## src/sirb_pkg.sv

```systemverilog
// Shared types and codes for the sorted in-order release buffer.
// Used by the cell, the top level, the port checker and the testbench; no dependencies.
package sirb_pkg;

    localparam int ValW = 16;

    typedef logic [ValW-1:0] val_t;

    // Result codes
    typedef enum logic [2:0] {
        ST_OK           = 3'd0,
        ST_REJECT       = 3'd1,
        ST_FULL         = 3'd2,
        ST_NOT_SMALLEST = 3'd3,
        ST_EMPTY        = 3'd4
    } status_t;

    // Request codes
    localparam logic REQ_ADD    = 1'b0;
    localparam logic REQ_REMOVE = 1'b1;

    // Register indexes on the configuration channel
    localparam logic CFG_RANGE_START = 1'b0;
    localparam logic CFG_RANGE_END   = 1'b1;

    // Command broadcast to every cell
    typedef struct packed {
        logic insert;
        logic remove;
        val_t value;
    } cell_cmd_t;

    // What a cell shows its neighbors and the top level
    typedef struct packed {
        logic occ;    // cell holds a value
        logic above;  // empty, or holds a value >= the request value
        logic dup;    // first cell at or above the request value, and equal to it
        val_t data;
    } cell_view_t;

    // Boundary views: below the release end and past the far end
    localparam cell_view_t EDGE_LOW  = '{occ: 1'b1, above: 1'b0, dup: 1'b0, data: '0};
    localparam cell_view_t EDGE_HIGH = '{occ: 1'b0, above: 1'b1, dup: 1'b0, data: '0};

endpackage

```

## src/sirb_cell.sv

```systemverilog
// One storage cell of the sorted chain; cell 0 is the release end.
// Depends on sirb_pkg.
module sirb_cell (
    input  logic                  clk,
    input  logic                  rst_n,
    input  sirb_pkg::cell_cmd_t   cmd,
    input  sirb_pkg::cell_view_t  lower,
    input  sirb_pkg::cell_view_t  upper,
    output sirb_pkg::cell_view_t  view
);
    import sirb_pkg::*;

    logic occ_reg;
    logic occ_next;
    val_t data_reg;
    val_t data_next;
    logic above;

    // Compare against the request value
    assign above = !occ_reg || (data_reg >= cmd.value);

    assign view.occ   = occ_reg;
    assign view.above = above;
    assign view.dup   = above && !lower.above && occ_reg && (data_reg == cmd.value);
    assign view.data  = data_reg;

    // Shift up on insert, shift down on remove, otherwise hold
    always_comb
    begin
        occ_next  = occ_reg;
        data_next = data_reg;
        if (cmd.insert)
        begin
            if (lower.above)
            begin
                occ_next  = lower.occ;
                data_next = lower.data;
            end
            else if (above)
            begin
                occ_next  = 1'b1;
                data_next = cmd.value;
            end
        end
        else if (cmd.remove)
        begin
            occ_next  = upper.occ;
            data_next = upper.data;
        end
    end

    always_ff @(posedge clk or negedge rst_n)
    begin
        if (!rst_n)
        begin
            occ_reg <= 1'b0;
        end
        else
        begin
            occ_reg <= occ_next;
        end
    end

    always_ff @(posedge clk)
    begin
        data_reg <= data_next;
    end

endmodule

```

## src/sorted_inorder_release_buffer_core.sv

```systemverilog
// Sorted in-order release buffer: a chain of DEPTH cells kept in ascending order.
// Each accepted request's result beat is registered and appears the next cycle.
// One request per cycle unless stalled; all cells compare and shift in parallel.
// Reset (async, active low) empties the chain, clears next-expected and range
// start to 0 and sets range end to 65535. Depends on sirb_pkg and sirb_cell.
module sorted_inorder_release_buffer_core #(
    parameter int DEPTH = 16
) (
    input  logic                clk,
    input  logic                rst_n,
    // request channel
    input  logic                in_valid,
    output logic                in_stall,
    input  logic                req_type,
    input  sirb_pkg::val_t      value,
    // result channel
    output logic                out_valid,
    input  logic                out_stall,
    output logic [2:0]          status,
    output sirb_pkg::val_t      released_value,
    // configuration write channel
    input  logic                cfg_valid,
    output logic                cfg_ready,
    input  logic                cfg_index,
    input  sirb_pkg::val_t      cfg_data
);
    import sirb_pkg::*;

    cell_view_t       views [DEPTH];
    cell_cmd_t        cmd;
    logic [DEPTH-1:0] dup_vec;

    val_t    next_expected_reg;
    val_t    next_expected_next;
    val_t    range_end_reg;
    val_t    range_end_next;
    logic    out_valid_reg;
    logic    out_valid_next;
    status_t status_reg;
    status_t status_next;
    val_t    released_reg;
    val_t    released_next;

    logic accept;
    logic cfg_write;
    logic full;
    logic empty;
    logic dup_any;

    assign cfg_ready = 1'b1;
    assign cfg_write = cfg_valid && cfg_ready;
    assign in_stall  = out_valid_reg && out_stall;
    assign accept    = in_valid && !in_stall;

    // Build the cell chain
    for (genvar i = 0; i < DEPTH; i++)
    begin : g_cell
        cell_view_t lower_view;
        cell_view_t upper_view;

        if (i == 0)
        begin : g_low
            assign lower_view = EDGE_LOW;
        end
        else
        begin : g_mid_low
            assign lower_view = views[i-1];
        end

        if (i == DEPTH - 1)
        begin : g_high
            assign upper_view = EDGE_HIGH;
        end
        else
        begin : g_mid_high
            assign upper_view = views[i+1];
        end

        sirb_cell u_cell (
            .clk   (clk),
            .rst_n (rst_n),
            .cmd   (cmd),
            .lower (lower_view),
            .upper (upper_view),
            .view  (views[i])
        );

        assign dup_vec[i] = views[i].dup;
    end

    assign full    = views[DEPTH-1].occ;
    assign empty   = !views[0].occ;
    assign dup_any = |dup_vec;

    // Decide the request outcome and drive the chain
    always_comb
    begin
        cmd.value          = value;
        cmd.insert         = 1'b0;
        cmd.remove         = 1'b0;
        next_expected_next = next_expected_reg;
        range_end_next     = range_end_reg;
        status_next        = status_reg;
        released_next      = released_reg;
        out_valid_next     = out_valid_reg && out_stall;

        if (accept)
        begin
            out_valid_next = 1'b1;
            released_next  = '0;
            case (req_type)
                REQ_ADD:
                begin
                    if (full)
                    begin
                        status_next = ST_FULL;
                    end
                    else if ((value < next_expected_reg) || (value > range_end_reg) || dup_any)
                    begin
                        status_next = ST_REJECT;
                    end
                    else
                    begin
                        status_next = ST_OK;
                        cmd.insert  = 1'b1;
                    end
                end
                REQ_REMOVE:
                begin
                    if (empty)
                    begin
                        status_next = ST_EMPTY;
                    end
                    else if (views[0].data == value)
                    begin
                        status_next        = ST_OK;
                        cmd.remove         = 1'b1;
                        released_next      = value;
                        next_expected_next = val_t'(next_expected_reg + val_t'(1));
                    end
                    else
                    begin
                        status_next = ST_NOT_SMALLEST;
                    end
                end
                default:
                begin
                    status_next = ST_NOT_SMALLEST;
                end
            endcase
        end

        // Register writes
        if (cfg_write)
        begin
            case (cfg_index)
                CFG_RANGE_START: next_expected_next = cfg_data;
                CFG_RANGE_END:   range_end_next     = cfg_data;
                default:         range_end_next     = range_end_reg;
            endcase
        end
    end

    always_ff @(posedge clk or negedge rst_n)
    begin
        if (!rst_n)
        begin
            next_expected_reg <= '0;
            range_end_reg     <= '1;
            out_valid_reg     <= 1'b0;
        end
        else
        begin
            next_expected_reg <= next_expected_next;
            range_end_reg     <= range_end_next;
            out_valid_reg     <= out_valid_next;
        end
    end

    // Hold the result beat
    always_ff @(posedge clk)
    begin
        status_reg   <= status_next;
        released_reg <= released_next;
    end

    assign out_valid      = out_valid_reg;
    assign status         = status_reg;
    assign released_value = released_reg;

endmodule

```

## config.mk

```make
export PLATFORM = sky130hd
export DESIGN_NAME = sorted_inorder_release_buffer_core
export DESIGN_NICKNAME = d
export VERILOG_FILES = /design/src/sirb_pkg.sv /design/src/sirb_cell.sv /design/src/sorted_inorder_release_buffer_core.sv
export SDC_FILE = /design/constraint.sdc
export NUM_CORES = 1
export LEC_CHECK = 0
export BUFFER_PORTS_ARGS = -buffer_cell sky130_fd_sc_hd__buf_4
export CAP_MARGIN = 20
export CELL_PAD_IN_SITES_DETAIL_PLACEMENT = 2
export CELL_PAD_IN_SITES_GLOBAL_PLACEMENT = 2
export CORE_AREA = 2 2 234 236
export DETAILED_ROUTE_END_ITERATION = 8
export DIE_AREA = 0 0 236 238
export GPL_TIMING_DRIVEN = 0
export PLACE_DENSITY = 0.86
export SETUP_SLACK_MARGIN = 0.1
export SYNTH_ARGS = -nofsm -noshare
export SYNTH_HDL_FRONTEND = slang
export SYNTH_SLANG_ARGS = --single-unit
export TNS_END_PERCENT = 50
```

## constraint.sdc

```tcl
create_clock -name clk -period 5.36 [get_ports clk]
set_input_delay 0.536 -clock clk [delete_from_list [all_inputs] [get_ports clk]]
set_output_delay 0.536 -clock clk [all_outputs]
set_load 0.02 [all_outputs]
```

# Yosys cells after proc, flatten, opt, wreduce, memory -nomap -nowiden
# Index checks and enable logic that the tools add are counted.
dict set report classes {
  bitwise_logic 1
  addsub 1
  n_shift 0
  div 0
  n_eq_ne 32
  n_reduce_logical 119
  order_cmp 18
  n_mul 0
  n_mux 145
}
# op n
set ops {}
lappend ops {{$mux 16} 69}
lappend ops {{$eq 16x16->1} 16}
lappend ops {{$ge 16x16->1} 16}
lappend ops {{$mux 1} 71}
lappend ops {{$logic_and 1x1->1} 49}
lappend ops {{$ne 3x1->1 const B} 15}
lappend ops {{$reduce_and 2->1} 17}
lappend ops {{$logic_not 1->1} 32}
lappend ops {{$logic_or 1x1->1} 18}
lappend ops {{$add 16x1->16 const B} 1}
lappend ops {{$gt 16x16->1} 1}
lappend ops {{$lt 16x16->1} 1}
lappend ops {{$reduce_or 16->1} 1}
lappend ops {{$mux 3} 2}
lappend ops {{$pmux 3 s2} 1}
lappend ops {{$mux 2} 2}
lappend ops {{$reduce_and 3->1} 1}
lappend ops {{$ne 2x1->1 const B} 1}
lappend ops {{$reduce_bool 2->1} 1}
lappend ops {{$not 1->1} 1}
dict set report totals {
  input_bits 39
  mem_bits_ro 0
  wordCells 353
  ff_bits 324
  latchBits 0
  n_memories 0
  ramBits 0
}

# Depth between registers and ports, before layout
# Gate-level depths: netlist of the first run.
dict set report logic_depth {
  ltp_word 14
  mapped_depth 17
}

# Modules after synthesis
# Synthesis of the first run repeated with hierarchy kept, for this count alone.
dict set report unflattened {
  hier_cells 2563
  area_unflattened_um2 24870.1
}
# module n_inst cells_per_inst seq_area_each_um2 area_per_inst_um2
set modules_own_cells {}
lappend modules_own_cells {sirb_cell 16 140 505.5 1345.0}
lappend modules_own_cells {sorted_inorder_release_buffer_core 1 323 1416.4 3349.5}

# Worst setup path before layout of the first run
# OpenSTA, ideal clock, no wires.
dict set report synth_path {
  path_kind {input to register}
  from {input value[13]}
  to {register g_cell[10].u_cell.occ_reg}
  slack_ns 0.143
  t_arrival_ns 5.092
  required_ns 5.234
  cell_stages 14
  cell_sequence {inv_1 clkbuf_1 ha_1 nand4_1 or4_1 or4_4 nand4_4 o22ai_2 nor4_4 nand3_4 nor2_8 buf_6 mux2i_1 mux2_4}
}
dict set report synth_via {
  elab_chain_cells 14
}
# element line
set synth_lines {}
lappend synth_lines {{from (decl)} sorted_inorder_release_buffer_core.sv:15} ;# input sirb_pkg::val_t value,
lappend synth_lines {{$ge 16x16->1} sirb_cell.sv:20} ;# assign above = !occ_reg || (data_reg >= cmd.value);
lappend synth_lines {{$logic_or 1x1->1} sirb_cell.sv:20}
lappend synth_lines {{$logic_not 1->1} sirb_cell.sv:24} ;# assign view.dup = above && !lower.above && occ_reg && (data_reg == cmd.value);
lappend synth_lines {{$logic_and 1x1->1 (3 in a row)} sirb_cell.sv:24}
lappend synth_lines {{$reduce_or 16->1} sorted_inorder_release_buffer_core.sv:93} ;# assign dup_any = |dup_vec;
lappend synth_lines {{$logic_or 1x1->1} sorted_inorder_release_buffer_core.sv:118} ;# else if ((value < next_expected_reg) || (value > range_end_reg) || dup_any)
lappend synth_lines {{$mux 1} sorted_inorder_release_buffer_core.sv:118}
lappend synth_lines {{$mux 1} sorted_inorder_release_buffer_core.sv:114} ;# if (full)
lappend synth_lines {{$mux 1} sorted_inorder_release_buffer_core.sv:111} ;# case (req_type)
lappend synth_lines {{$mux 2} sorted_inorder_release_buffer_core.sv:107} ;# if (accept)
lappend synth_lines {{$ne 3x1->1 (no source line) / $reduce_bool 2->1 (equally long branches)} -}
lappend synth_lines {{$reduce_and 2->1 (no source line)} -}
lappend synth_lines {{to (signal assigned)} sirb_cell.sv:60} ;# occ_reg <= occ_next;
lappend synth_lines {{to (decl)} sirb_cell.sv:13} ;# logic occ_reg;
# Several ways; a longest one is shown, not always the timed one.
# A chain may end at the register's enable or synchronous reset.

# Final worst setup path of the first run
dict set report layout_path {
  from {input value[8]}
  to {register g_cell[3].u_cell.occ_reg}
}
dict set report layout_via {
  elab_chain_cells 14
}
# element line
set layout_lines {}
lappend layout_lines {{$ge 16x16->1} sirb_cell.sv:20}
lappend layout_lines {{$logic_or 1x1->1} sirb_cell.sv:20}
lappend layout_lines {{$logic_not 1->1} sirb_cell.sv:24}
lappend layout_lines {{$logic_and 1x1->1 (3 in a row)} sirb_cell.sv:24}
lappend layout_lines {{$reduce_or 16->1} sorted_inorder_release_buffer_core.sv:93}
lappend layout_lines {{$logic_or 1x1->1} sorted_inorder_release_buffer_core.sv:118}
lappend layout_lines {{$mux 1} sorted_inorder_release_buffer_core.sv:118}
lappend layout_lines {{$mux 1} sorted_inorder_release_buffer_core.sv:114}
lappend layout_lines {{$mux 1} sorted_inorder_release_buffer_core.sv:111}
lappend layout_lines {{$mux 2} sorted_inorder_release_buffer_core.sv:107}
lappend layout_lines {{$ne 3x1->1 (no source line) / $reduce_bool 2->1 (equally long branches)} -}
lappend layout_lines {{$reduce_and 2->1 (no source line)} -}
lappend layout_lines {{to (signal assigned)} sirb_cell.sv:60}
lappend layout_lines {{to (decl)} sirb_cell.sv:13}
# Several ways; a longest one is shown, not always the timed one.

==> results.json, run 1 <==
{
  "routedWlPerCell_um": 34.5,
  "post_synth_instance_area_um2": 22400,
  "share_clk_of_total_power": 0.453,
  "synth-main-ff-cell": "sky130_fd_sc_hd__edfxtp_1",
  "initial_core_util": 0.419,
  "async_flop_share": 0.151,
  "pwr-share-comb": 0.114,
  "power.share.sequential": 0.433,
  "clk_transition_reported_paths_ns": 0.06,
  "criticalPathCategory": "input port to flip-flop",
  "hold_viol": 0,
  "most_common_cell_after_layout_fill_and_taps_aside": "sky130_fd_sc_hd__a21oi_1",
  "postRouteWirelength_um": 110000,
  "cellLeakagePower_nw": 10.1,
  "part_of_the_yosys_area_used_for_sequential_elements": 0.424,
  "detailroute.via_count": 21600,
  "clock_insertion_delay_worst_skew_ns": 0.60,
  "ys_ff_latch": 324,
  "die_area_um2": 56200,
  "worstPathRequired_ns": 5.83,
  "setup.worst_path.start_class": "input port",
  "syn-instance-count": 2321,
  "gp_routability_congestion": 0.870,
  "numCtsBuffers": 40,
  "drive_above_1_share": 0.133,
  "rsz_0062_raised_after_global_routing": "false",
  "synth_edf_count": 275,
  "antenna_violating_nets_post_route": 0,
  "io_buffer_count": 59,
  "max_freq_mhz": 190,
  "clock_sinks": 324,
  "final-max-slew-violation-count": 0,
  "vdd_ir_drop_max_uv": 193,
  "crit_path_end_kind": "flip-flop",
  "post-route-drc-count": 0,
  "cellPowerDensity_nw_per_um2": 251,
  "dieWidth_um": 236,
  "synth-warning-count": 0,
  "worst_slew_margin_rel": 0.242,
  "setup_total_negative_slack_ns": 0,
  "root_buffer": "sky130_fd_sc_hd__clkbuf_16",
  "dp_cells": 3099,
  "number_of_top_level_pins": 61,
  "fin_worst_skew_ns": 0.0239,
  "worst-slew-pin-transition_ns": 1.13,
  "power_report.internal_total_mw": 4.61,
  "timing.critical_path.to": "g_cell[3].u_cell.occ_reg$_DFFE_PN0P_",
  "layout.cells.most_common_list": "476 x sky130_fd_sc_hd__a21oi_1, 421 x sky130_fd_sc_hd__nor2_1, 288 x sky130_fd_sc_hd__ha_1, 275 x sky130_fd_sc_hd__edfxtp_1, 91 x sky130_fd_sc_hd__buf_4",
  "worstSetupStartpoint": "value[8]",
  "synthesis.area_per_instance_um2": 9.65,
  "htree_num_levels": 2,
  "fin_total_pwr_mw": 6.44,
  "reg2regPathDepth": 12,
  "grt_first_pass_wirelength_um": 160000,
  "report.final.setup_viol": 0,
  "tritoncts": "yes",
  "die-height_um": 238,
  "finish.net_count": 2777,
  "grt_use_total": 0.384,
  "grt_remaining_overflow": 0,
  "worst-endpoint-arrival_ns": 5.74,
  "core-area_um2": 53500,
  "layout-area-overhead-vs-synth_pct": 14.3,
  "cp_max_fo": 21,
  "worst-r2r-setup-slack_ns": 0.58,
  "switchingPower_mw": 1.83,
  "crit-reg2reg-capture": "g_cell[3].u_cell.occ_reg$_DFFE_PN0P_",
  "run_status": "finished, final reports clean",
  "mappedNetlistNets": 2648,
  "timing.rr.start": "g_cell[9].u_cell.data_reg[15]$_DFFE_PP_",
  "clk_path_buf_depth": 3,
  "netlist_top_cells_area": "sky130_fd_sc_hd__edfxtp_1 37%, sky130_fd_sc_hd__ha_1 16%, sky130_fd_sc_hd__a21oi_1 11%",
  "number_of_antenna_violations_at_the_first_check_in_global_routing": 4,
  "stdcell_count": 3180,
  "largest_register_ff_count": 256,
  "synthDistinctLibCells": 68,
  "placement_rows": 85,
  "drtIter0Drc": 2291,
  "grt_start_max_net_pins": 50,
  "vias_in_the_first_global_route": 23900,
  "timing.max_cap.violations": 0,
  "detail_route.vias_per_cell": 6.80,
  "netSwitchingFraction": 0.284,
  "synth.largest_area_cell": "sky130_fd_sc_hd__edfxtp_1",
  "finalCoreUtilization": 0.479,
  "yosysTopAreaCellShare": 0.369,
  "placed_wire_length_estimate_after_detailed_placement_um": 73800,
  "min_path_type": "input port to flip-flop",
  "post-route-min-period_ns": 5.28,
  "detailedRoute.firstPassIterationCount": 5,
  "period_share": 0.984
}
==> synth_stat cells, types with 8 or more instances <==
cell type	number
sky130_fd_sc_hd__nand3_1	30
sky130_fd_sc_hd__dfrtp_1	33
sky130_fd_sc_hd__nor2_1	421
sky130_fd_sc_hd__a21o_1	22
sky130_fd_sc_hd__inv_1	76
sky130_fd_sc_hd__clkbuf_1	62
sky130_fd_sc_hd__nand4_1	56
sky130_fd_sc_hd__buf_4	25
sky130_fd_sc_hd__a211oi_1	8
sky130_fd_sc_hd__xnor2_1	14
sky130_fd_sc_hd__nand2_1	81
sky130_fd_sc_hd__mux2_2	50
sky130_fd_sc_hd__nor3_1	35
sky130_fd_sc_hd__nor2b_1	17
sky130_fd_sc_hd__dfstp_2	16
sky130_fd_sc_hd__a21oi_1	476
sky130_fd_sc_hd__nand2b_1	21
sky130_fd_sc_hd__mux2i_1	90
sky130_fd_sc_hd__nor4_1	19
sky130_fd_sc_hd__and2_1	20
sky130_fd_sc_hd__edfxtp_1	275
sky130_fd_sc_hd__buf_2	30
sky130_fd_sc_hd__o21ai_0	53
sky130_fd_sc_hd__ha_1	288
==> per-layer routing <==
metal | wire length, µm | vias to the layer above | global-route usage | part of all wire
li1 | - | 8767 | - | -
met1 | 40200 | 10900 | 0.443 | 0.37
met2 | 52300 | 1356 | 0.650 | 0.48
met3 | 8750 | 556 | 0.0707 | 0.080
met4 | 8410 | 0 | 0.264 | 0.077
met5 | 0 | - | 0 | 0
==> power groups by stage <==
stage	Sequential, mW	Clock, mW	Combinational (mW)
after global routing	2.79	2.99	0.762
final	2.79	2.92	0.731
after CTS	2.79	2.91	0.702
after detailed placement	2.83	0	0.658
after floorplan	2.83	0	0.335
after global placement	2.83	0	0.555
==> worst min path at each step <==
stage | cells past startpoint | endpoint | startpoint
after global placement | 2 | out_valid$_DFF_PN0_ | out_valid$_DFF_PN0_
after floorplan | 0 | g_cell[0].u_cell.occ_reg$_DFFE_PN0P_ | rst_n
after detailed placement | 1 | out_valid$_DFF_PN0_ | rst_n
final | 2 | out_valid$_DFF_PN0_ | in_valid
after CTS | 2 | out_valid$_DFF_PN0_ | in_valid
after global routing | 2 | out_valid$_DFF_PN0_ | in_valid
==> per-stage QoR <==
| step | instance area, µm² | hold WS, ns | worst slack, ns |
|---|---|---|---|
| 6_report | 25600 | 0.159 | 0.0845 |
| 5_1_grt | 25600 | 0.149 | 0.162 |
| 4_1_cts | 25500 | 0.151 | 0.103 |
| 3_5_place_dp | 24100 | 0.606 | -1.18 |
| 3_3_place_gp | 23700 | 0.502 | -2.74 |
| 2_1_floorplan | 22400 | 0.240 | 0.143 |
==> cell families after synthesis <==
group | Yosys count | share of synthesized area
buffers and inverters | 198 | 0.0400
DFF | 324 | 0.424
AOI/OAI and AO/OA | 610 | 0.147
adders and majority gates | 288 | 0.161
other | 1 | 0.000167
muxes | 150 | 0.0715
and+or+nand+nor | 735 | 0.150
xor gates and xnor gates | 15 | 0.00586
==> repair_timing <==
item,CTS,global route
pin swaps,2,2
hold endpoints to repair,1,0
setup endpoints to repair,512,411
hold buffers,1,0
resized for setup,9,11
setup buffers,3,2
==> worst max-delay path, cell delays in order <==
cell and delay [ns]:
sky130_fd_sc_hd__buf_4 0.32, sky130_fd_sc_hd__inv_1 0.17, sky130_fd_sc_hd__clkbuf_2 0.31, sky130_fd_sc_hd__buf_12 0.26, sky130_fd_sc_hd__ha_1 0.32, sky130_fd_sc_hd__nand4_1 0.14
sky130_fd_sc_hd__nor4_1 0.53, sky130_fd_sc_hd__nand4_1 0.25, sky130_fd_sc_hd__or4b_2 0.72, sky130_fd_sc_hd__o32ai_2 0.42, sky130_fd_sc_hd__nor4_2 0.12, sky130_fd_sc_hd__nand3_4 0.27
sky130_fd_sc_hd__nor2_8 0.08, sky130_fd_sc_hd__buf_4 0.20, sky130_fd_sc_hd__mux2_2 0.59, sky130_fd_sc_hd__mux2_2 0.43
==> layout make-up <==
type / count / area, µm²
inverters: 76 / 285
plain buffers: 120 / 633
repair buffers: 89 / 860
multi-input cells: 1799 / 12100
fillers: 5532 / 27900
clock buffers: 48 / 1060
flip-flops and latches: 324 / 9500
diodes: 2 / 5.00
clock inverters: 26 / 255
well taps: 696 / 871
Note: power is estimated with default switching activity, not from simulation.
==> run 2: changes to the inputs <==
GPL_TIMING_DRIVEN = default   (was 0)
==> results.json, run 2 (same netlist as run 1, synthesis figures left out) <==
{
  "initial_core_util": 0.419,
  "worstPathRequired_ns": 5.83,
  "core-area_um2": 53500,
  "dieWidth_um": 236,
  "global_route.usage.met2": 0.645,
  "die-height_um": 238,
  "root_buffer": "sky130_fd_sc_hd__clkbuf_16",
  "worst-slew-pin-transition_ns": 0.988,
  "setup.worst_path.start_class": "input port",
  "routedWlPerCell_um": 33.7,
  "layout.cells.most_common_list": "476 x sky130_fd_sc_hd__a21oi_1, 419 x sky130_fd_sc_hd__nor2_1, 288 x sky130_fd_sc_hd__ha_1, 275 x sky130_fd_sc_hd__edfxtp_1, 149 x sky130_fd_sc_hd__buf_4",
  "vias_in_the_first_global_route": 23300,
  "layout-area-overhead-vs-synth_pct": 13.6,
  "period_share": 0.918,
  "criticalPathCategory": "input port to flip-flop",
  "crit-reg2reg-capture": "g_cell[5].u_cell.occ_reg$_DFFE_PN0P_",
  "report.final.setup_viol": 0,
  "tritoncts": "yes",
  "max_freq_mhz": 203,
  "grt_remaining_overflow": 0,
  "largest_register_ff_count": 256,
  "finish.net_count": 2732,
  "grt_use_total": 0.370,
  "gp_routability_congestion": 0.886,
  "antenna_violating_nets_post_route": 0,
  "min_path_type": "input port to async pin",
  "fin_worst_skew_ns": 0.0241,
  "number_of_antenna_violations_at_the_first_check_in_global_routing": 3,
  "io_buffer_count": 59,
  "reg2regPathDepth": 14,
  "number_of_top_level_pins": 61,
  "rsz_0062_raised_after_global_routing": "false",
  "numCtsBuffers": 41,
  "post-route-drc-count": 0,
  "post_cts.resized_instances": 0,
  "worst_slew_margin_rel": 0.342,
  "gr-max-usage-layer": "met2",
  "clock_insertion_delay_worst_skew_ns": 0.60,
  "worst-r2r-setup-slack_ns": 0.48,
  "worst-endpoint-arrival_ns": 5.39,
  "detail_route.vias_per_cell": 6.68,
  "gr-usage-met1": 0.405,
  "final-max-slew-violation-count": 0,
  "detailroute.via_count": 20900,
  "crit_path_end_kind": "flip-flop",
  "placement_rows": 85,
  "cellPowerDensity_nw_per_um2": 252,
  "post-cts-setup-buffers": 0,
  "drtIter0Drc": 1999,
  "cellLeakagePower_nw": 10.0,
  "timing.max_cap.violations": 0,
  "grt_met3_use": 0.0684,
  "clk_path_buf_depth": 3,
  "placed_wire_length_estimate_after_detailed_placement_um": 68200,
  "timing.rr.start": "range_end_reg[10]$_DFFE_PN1P_",
  "clk_transition_reported_paths_ns": 0.07,
  "htree_num_levels": 2,
  "most_common_cell_after_layout_fill_and_taps_aside": "sky130_fd_sc_hd__a21oi_1",
  "grt_start_max_net_pins": 126,
  "setup_total_negative_slack_ns": 0,
  "die_area_um2": 56200,
  "run_status": "finished, final reports clean",
  "postRouteWirelength_um": 106000,
  "holdBufCountCts": 0,
  "detailedRoute.firstPassIterationCount": 7,
  "fin_total_pwr_mw": 6.41,
  "drive_above_1_share": 0.132,
  "hold_viol": 0,
  "clock_sinks": 324,
  "post-route-min-period_ns": 4.92,
  "cp_max_fo": 125,
  "vdd_ir_drop_max_uv": 218,
  "grt_first_pass_wirelength_um": 156000
}
-- run 2: changes by cell type in the layout (fill, tap and decap cells not counted), moves of 8 or more --
cell / change
sky130_fd_sc_hd__buf_2: -32
sky130_fd_sc_hd__buf_4: +58
sky130_fd_sc_hd__buf_6: -13
sky130_fd_sc_hd__clkbuf_1: -37
sky130_fd_sc_hd__clkbuf_2: -9
sky130_fd_sc_hd__clkinv_2: -8
-- run 2: worst max path at each step --
stage / cells past startpoint / start / end
4_1_cts: 14 / range_end_reg[13]$_DFFE_PN1P_ / g_cell[5].u_cell.occ_reg$_DFFE_PN0P_
3_3_place_gp: 15 / value[14] / g_cell[5].u_cell.occ_reg$_DFFE_PN0P_
2_1_floorplan: 14 / value[13] / g_cell[10].u_cell.occ_reg$_DFFE_PN0P_
6_report: 16 / value[14] / g_cell[5].u_cell.occ_reg$_DFFE_PN0P_
3_5_place_dp: 17 / value[10] / g_cell[5].u_cell.occ_reg$_DFFE_PN0P_
5_1_grt: 14 / range_end_reg[13]$_DFFE_PN1P_ / g_cell[5].u_cell.occ_reg$_DFFE_PN0P_
-- run 2: worst max-delay path, cell delays in order --
cell                      delay (ns)
sky130_fd_sc_hd__buf_4          0.12
sky130_fd_sc_hd__inv_1          0.38
sky130_fd_sc_hd__buf_4          0.33
sky130_fd_sc_hd__ha_1           0.22
sky130_fd_sc_hd__nand4_1        0.32
sky130_fd_sc_hd__nor4_1         0.67
sky130_fd_sc_hd__nor4b_1        0.32
sky130_fd_sc_hd__or4_1          0.21
sky130_fd_sc_hd__o22ai_1        0.16
sky130_fd_sc_hd__nor4_4         0.34
sky130_fd_sc_hd__nand3_4        0.14
sky130_fd_sc_hd__nor2_8         0.18
sky130_fd_sc_hd__buf_12         0.22
sky130_fd_sc_hd__buf_12         0.46
sky130_fd_sc_hd__mux2_2         0.42
sky130_fd_sc_hd__mux2_4         0.27
-- run 2: where the power goes --
group          internal, mW  switching (mW)  leakage [nW]  total (mW)
clock network          1.63            1.24         0.639        2.87
logic                 0.250           0.502          6.40       0.751
registers              2.75          0.0365          3.00        2.79
total                  4.64            1.77          10.0        6.41
-- run 2: final cells by class --
cell class              instances  area, µm²
multi-input cells            1799      12100
fillers                      5457      28000
diodes                          1       2.50
clock buffers                  61       1190
well taps                     696        871
inverters                      76        285
clock inverters                13        111
repair buffers                163       1400
flip-flops and latches        324       9500
-- run 2: through the flow --
step | setup slack, ns | cells | hold WS (ns) | instance area [µm²] | util
CTS | 0.318 | 3131 | 0.0385 | 25400 | 0.475
detailed placement | 0.0709 | 3057 | 0.574 | 24100 | 0.451
floorplan | 0.143 | 2321 | 0.240 | 22400 | -
global placement | 0.212 | 3056 | 0.504 | 24100 | 0.450
global route | 0.382 | 3132 | 0.0636 | 25400 | 0.476
finish | 0.442 | 3133 | 0.0195 | 25500 | 0.476
-- run 2: per-layer routing --
metal	vias to the layer above	part of all wire
met5	-	0.00022
met4	4	0.081
met3	497	0.067
met2	1093	0.49
met1	10600	0.36
li1	8682	-
==> run 3: changes to the inputs <==
PLACE_DENSITY = 0.84   (was 0.86)
==> results.json, run 3 (same netlist as run 1, synthesis figures left out) <==
{
  "antenna_violating_nets_post_route": 0,
  "layout.cells.most_common_list": "476 x sky130_fd_sc_hd__a21oi_1, 419 x sky130_fd_sc_hd__nor2_1, 288 x sky130_fd_sc_hd__ha_1, 275 x sky130_fd_sc_hd__edfxtp_1, 176 x sky130_fd_sc_hd__buf_4",
  "layout-area-overhead-vs-synth_pct": 14.8,
  "placement_rows": 85,
  "cellLeakagePower_nw": 10.2,
  "fillers": 5540,
  "netSwitchingFraction": 0.281,
  "period_share": 0.969,
  "criticalPathCategory": "input port to flip-flop",
  "setup_slack_ns": 0.168,
  "drtIter0Drc": 2122,
  "worstSetupStartpoint": "value[14]",
  "worst-r2r-setup-slack_ns": 0.17,
  "cellPowerDensity_nw_per_um2": 251,
  "worst_slew_margin_rel": 0.192,
  "ant_cells": 0,
  "detailroute.via_count": 21200,
  "root_buffer": "sky130_fd_sc_hd__clkbuf_16",
  "number_of_top_level_pins": 61,
  "post-route-drc-count": 0,
  "dp_worst_setup_slack_ns": -0.383,
  "detailedRoute.firstPassIterationCount": 5,
  "timing.max_cap.violations": 0,
  "crit_top_cell": "sky130_fd_sc_hd__buf_4",
  "hold_viol": 0,
  "grt_use_total": 0.378,
  "report.final.setup_viol": 0,
  "setup.worst_path.start_class": "input port",
  "drive_above_1_share": 0.143,
  "number_of_antenna_violations_at_the_first_check_in_global_routing": 4,
  "numCtsBuffers": 41,
  "crit_path_end_kind": "flip-flop",
  "switchingPower_mw": 1.81,
  "core-area_um2": 53500,
  "detail_route.vias_per_cell": 6.70,
  "cpPeakStageDelay_ns": 0.66,
  "worst_hold_slack_ns": 0.0109,
  "post-cts-setup-buffers": 0,
  "grt_start_max_net_pins": 98,
  "vias_in_the_first_global_route": 23500,
  "fin_worst_skew_ns": 0.0368,
  "grt_remaining_overflow": 0,
  "gp_routability_congestion": 0.909,
  "clk_transition_reported_paths_ns": 0.06,
  "most_common_cell_after_layout_fill_and_taps_aside": "sky130_fd_sc_hd__a21oi_1",
  "share_clk_of_total_power": 0.446,
  "largest_register_ff_count": 256,
  "power_report.internal_total_mw": 4.64,
  "cp_max_fo": 59,
  "timing.rr.start": "g_cell[9].u_cell.data_reg[13]$_DFFE_PP_",
  "io_buffer_count": 59,
  "worst-endpoint-arrival_ns": 5.69,
  "clk_path_buf_depth": 3,
  "run_status": "finished, final reports clean",
  "placed_wire_length_estimate_after_detailed_placement_um": 70300,
  "worst-slew-pin-transition_ns": 1.20,
  "final-max-slew-violation-count": 0,
  "power.share.sequential": 0.433,
  "tritoncts": "yes",
  "clock_insertion_delay_worst_skew_ns": 0.62,
  "instance_area_at_placement_um2": 24400,
  "htree_num_levels": 2,
  "grt_first_pass_wirelength_um": 158000,
  "die-height_um": 238,
  "postLayoutCellArea_um2": 25700,
  "finish.net_count": 2764,
  "dieWidth_um": 236,
  "postRouteWirelength_um": 107000,
  "clock_sinks": 324,
  "rsz_0062_raised_after_global_routing": "false",
  "initial_core_util": 0.419,
  "post-route-min-period_ns": 5.19,
  "critical-path-slowest-cell": "sky130_fd_sc_hd__nor4_1",
  "fin_total_pwr_mw": 6.45,
  "min_path_type": "input port to async pin",
  "pwr-share-comb": 0.122,
  "holdBufCountCts": 0,
  "routedWlPerCell_um": 33.9,
  "timing.critical_path.cells": "buf_4 -> inv_1 -> buf_12 -> buf_4 -> ha_1 -> nand4_1 -> nor4_1 -> nor4b_1 -> or4_1 -> o22ai_1 -> nor4_4 -> nand3_4 -> nor2_8 -> buf_4 -> mux2_2 -> mux2_2",
  "worstPathRequired_ns": 5.86,
  "max_freq_mhz": 193,
  "die_area_um2": 56200,
  "vdd_ir_drop_max_uv": 204
}
## run 3: final timing paths
path	end	depth (start not counted)
max in group asynchronous	g_cell[7].u_cell.occ_reg$_DFFE_PN0P_	1
max reg2reg	g_cell[3].u_cell.occ_reg$_DFFE_PN0P_	12
max	g_cell[3].u_cell.occ_reg$_DFFE_PN0P_	16
min reg2reg	g_cell[11].u_cell.occ_reg$_DFFE_PN0P_	1
min in group clk	next_expected_reg[8]$_DFF_PN0_	3
min	next_expected_reg[15]$_DFF_PN0_	1
## run 3: critical path: cells and delay by family
kind | cells | cell delay (ns)
buffers and inverters | 5 | 1.23
muxes | 2 | 0.70
and+or+nand+nor | 7 | 2.64
AOI/OAI and AO/OA | 1 | 0.18
adders and majority gates | 1 | 0.33
## run 3: timing repair
action | 4_1_cts | 5_1_grt
cloned | 1 | 0
pin swaps | 1 | 0
resized for setup | 0 | 1
endpoints found under the setup margin | 5 | 1
## run 3: metrics by stage
stage               setup TNS [ns]   util  std cells
detailed placement          -29.73  0.456       3088
global route                     0  0.481       3165
global placement            -0.524  0.456       3088
finish                           0  0.481       3165
CTS                              0  0.480       3164
floorplan                        0      -       2321
## run 3: per-layer routing
metal	global-route usage	vias to the layer above	part of all wire
met2	0.645	1134	0.48
met5	0	-	0.000084
met3	0.0748	503	0.073
met1	0.425	10800	0.37
met4	0.268	2	0.082
li1	-	8732	-
## run 3: cell type report
cell class              count  area [µm²]  area share
inverters                  76         285      0.0111
clock buffers              59        1120      0.0437
clock inverters            16         178     0.00691
flip-flops and latches    324        9500       0.370
multi-input cells        1800       12100       0.470
well taps                 696         871      0.0339
repair buffers            194        1660      0.0647
## run 3: power by group through the flow
stage               clock [mW]  sequential [mW]  combinational [mW]
CTS                       2.89             2.79               0.758
detailed placement           0             2.83               0.704
floorplan                    0             2.83               0.335
global route              2.96             2.79               0.818
global placement             0             2.83               0.634
finish                    2.87             2.79               0.784
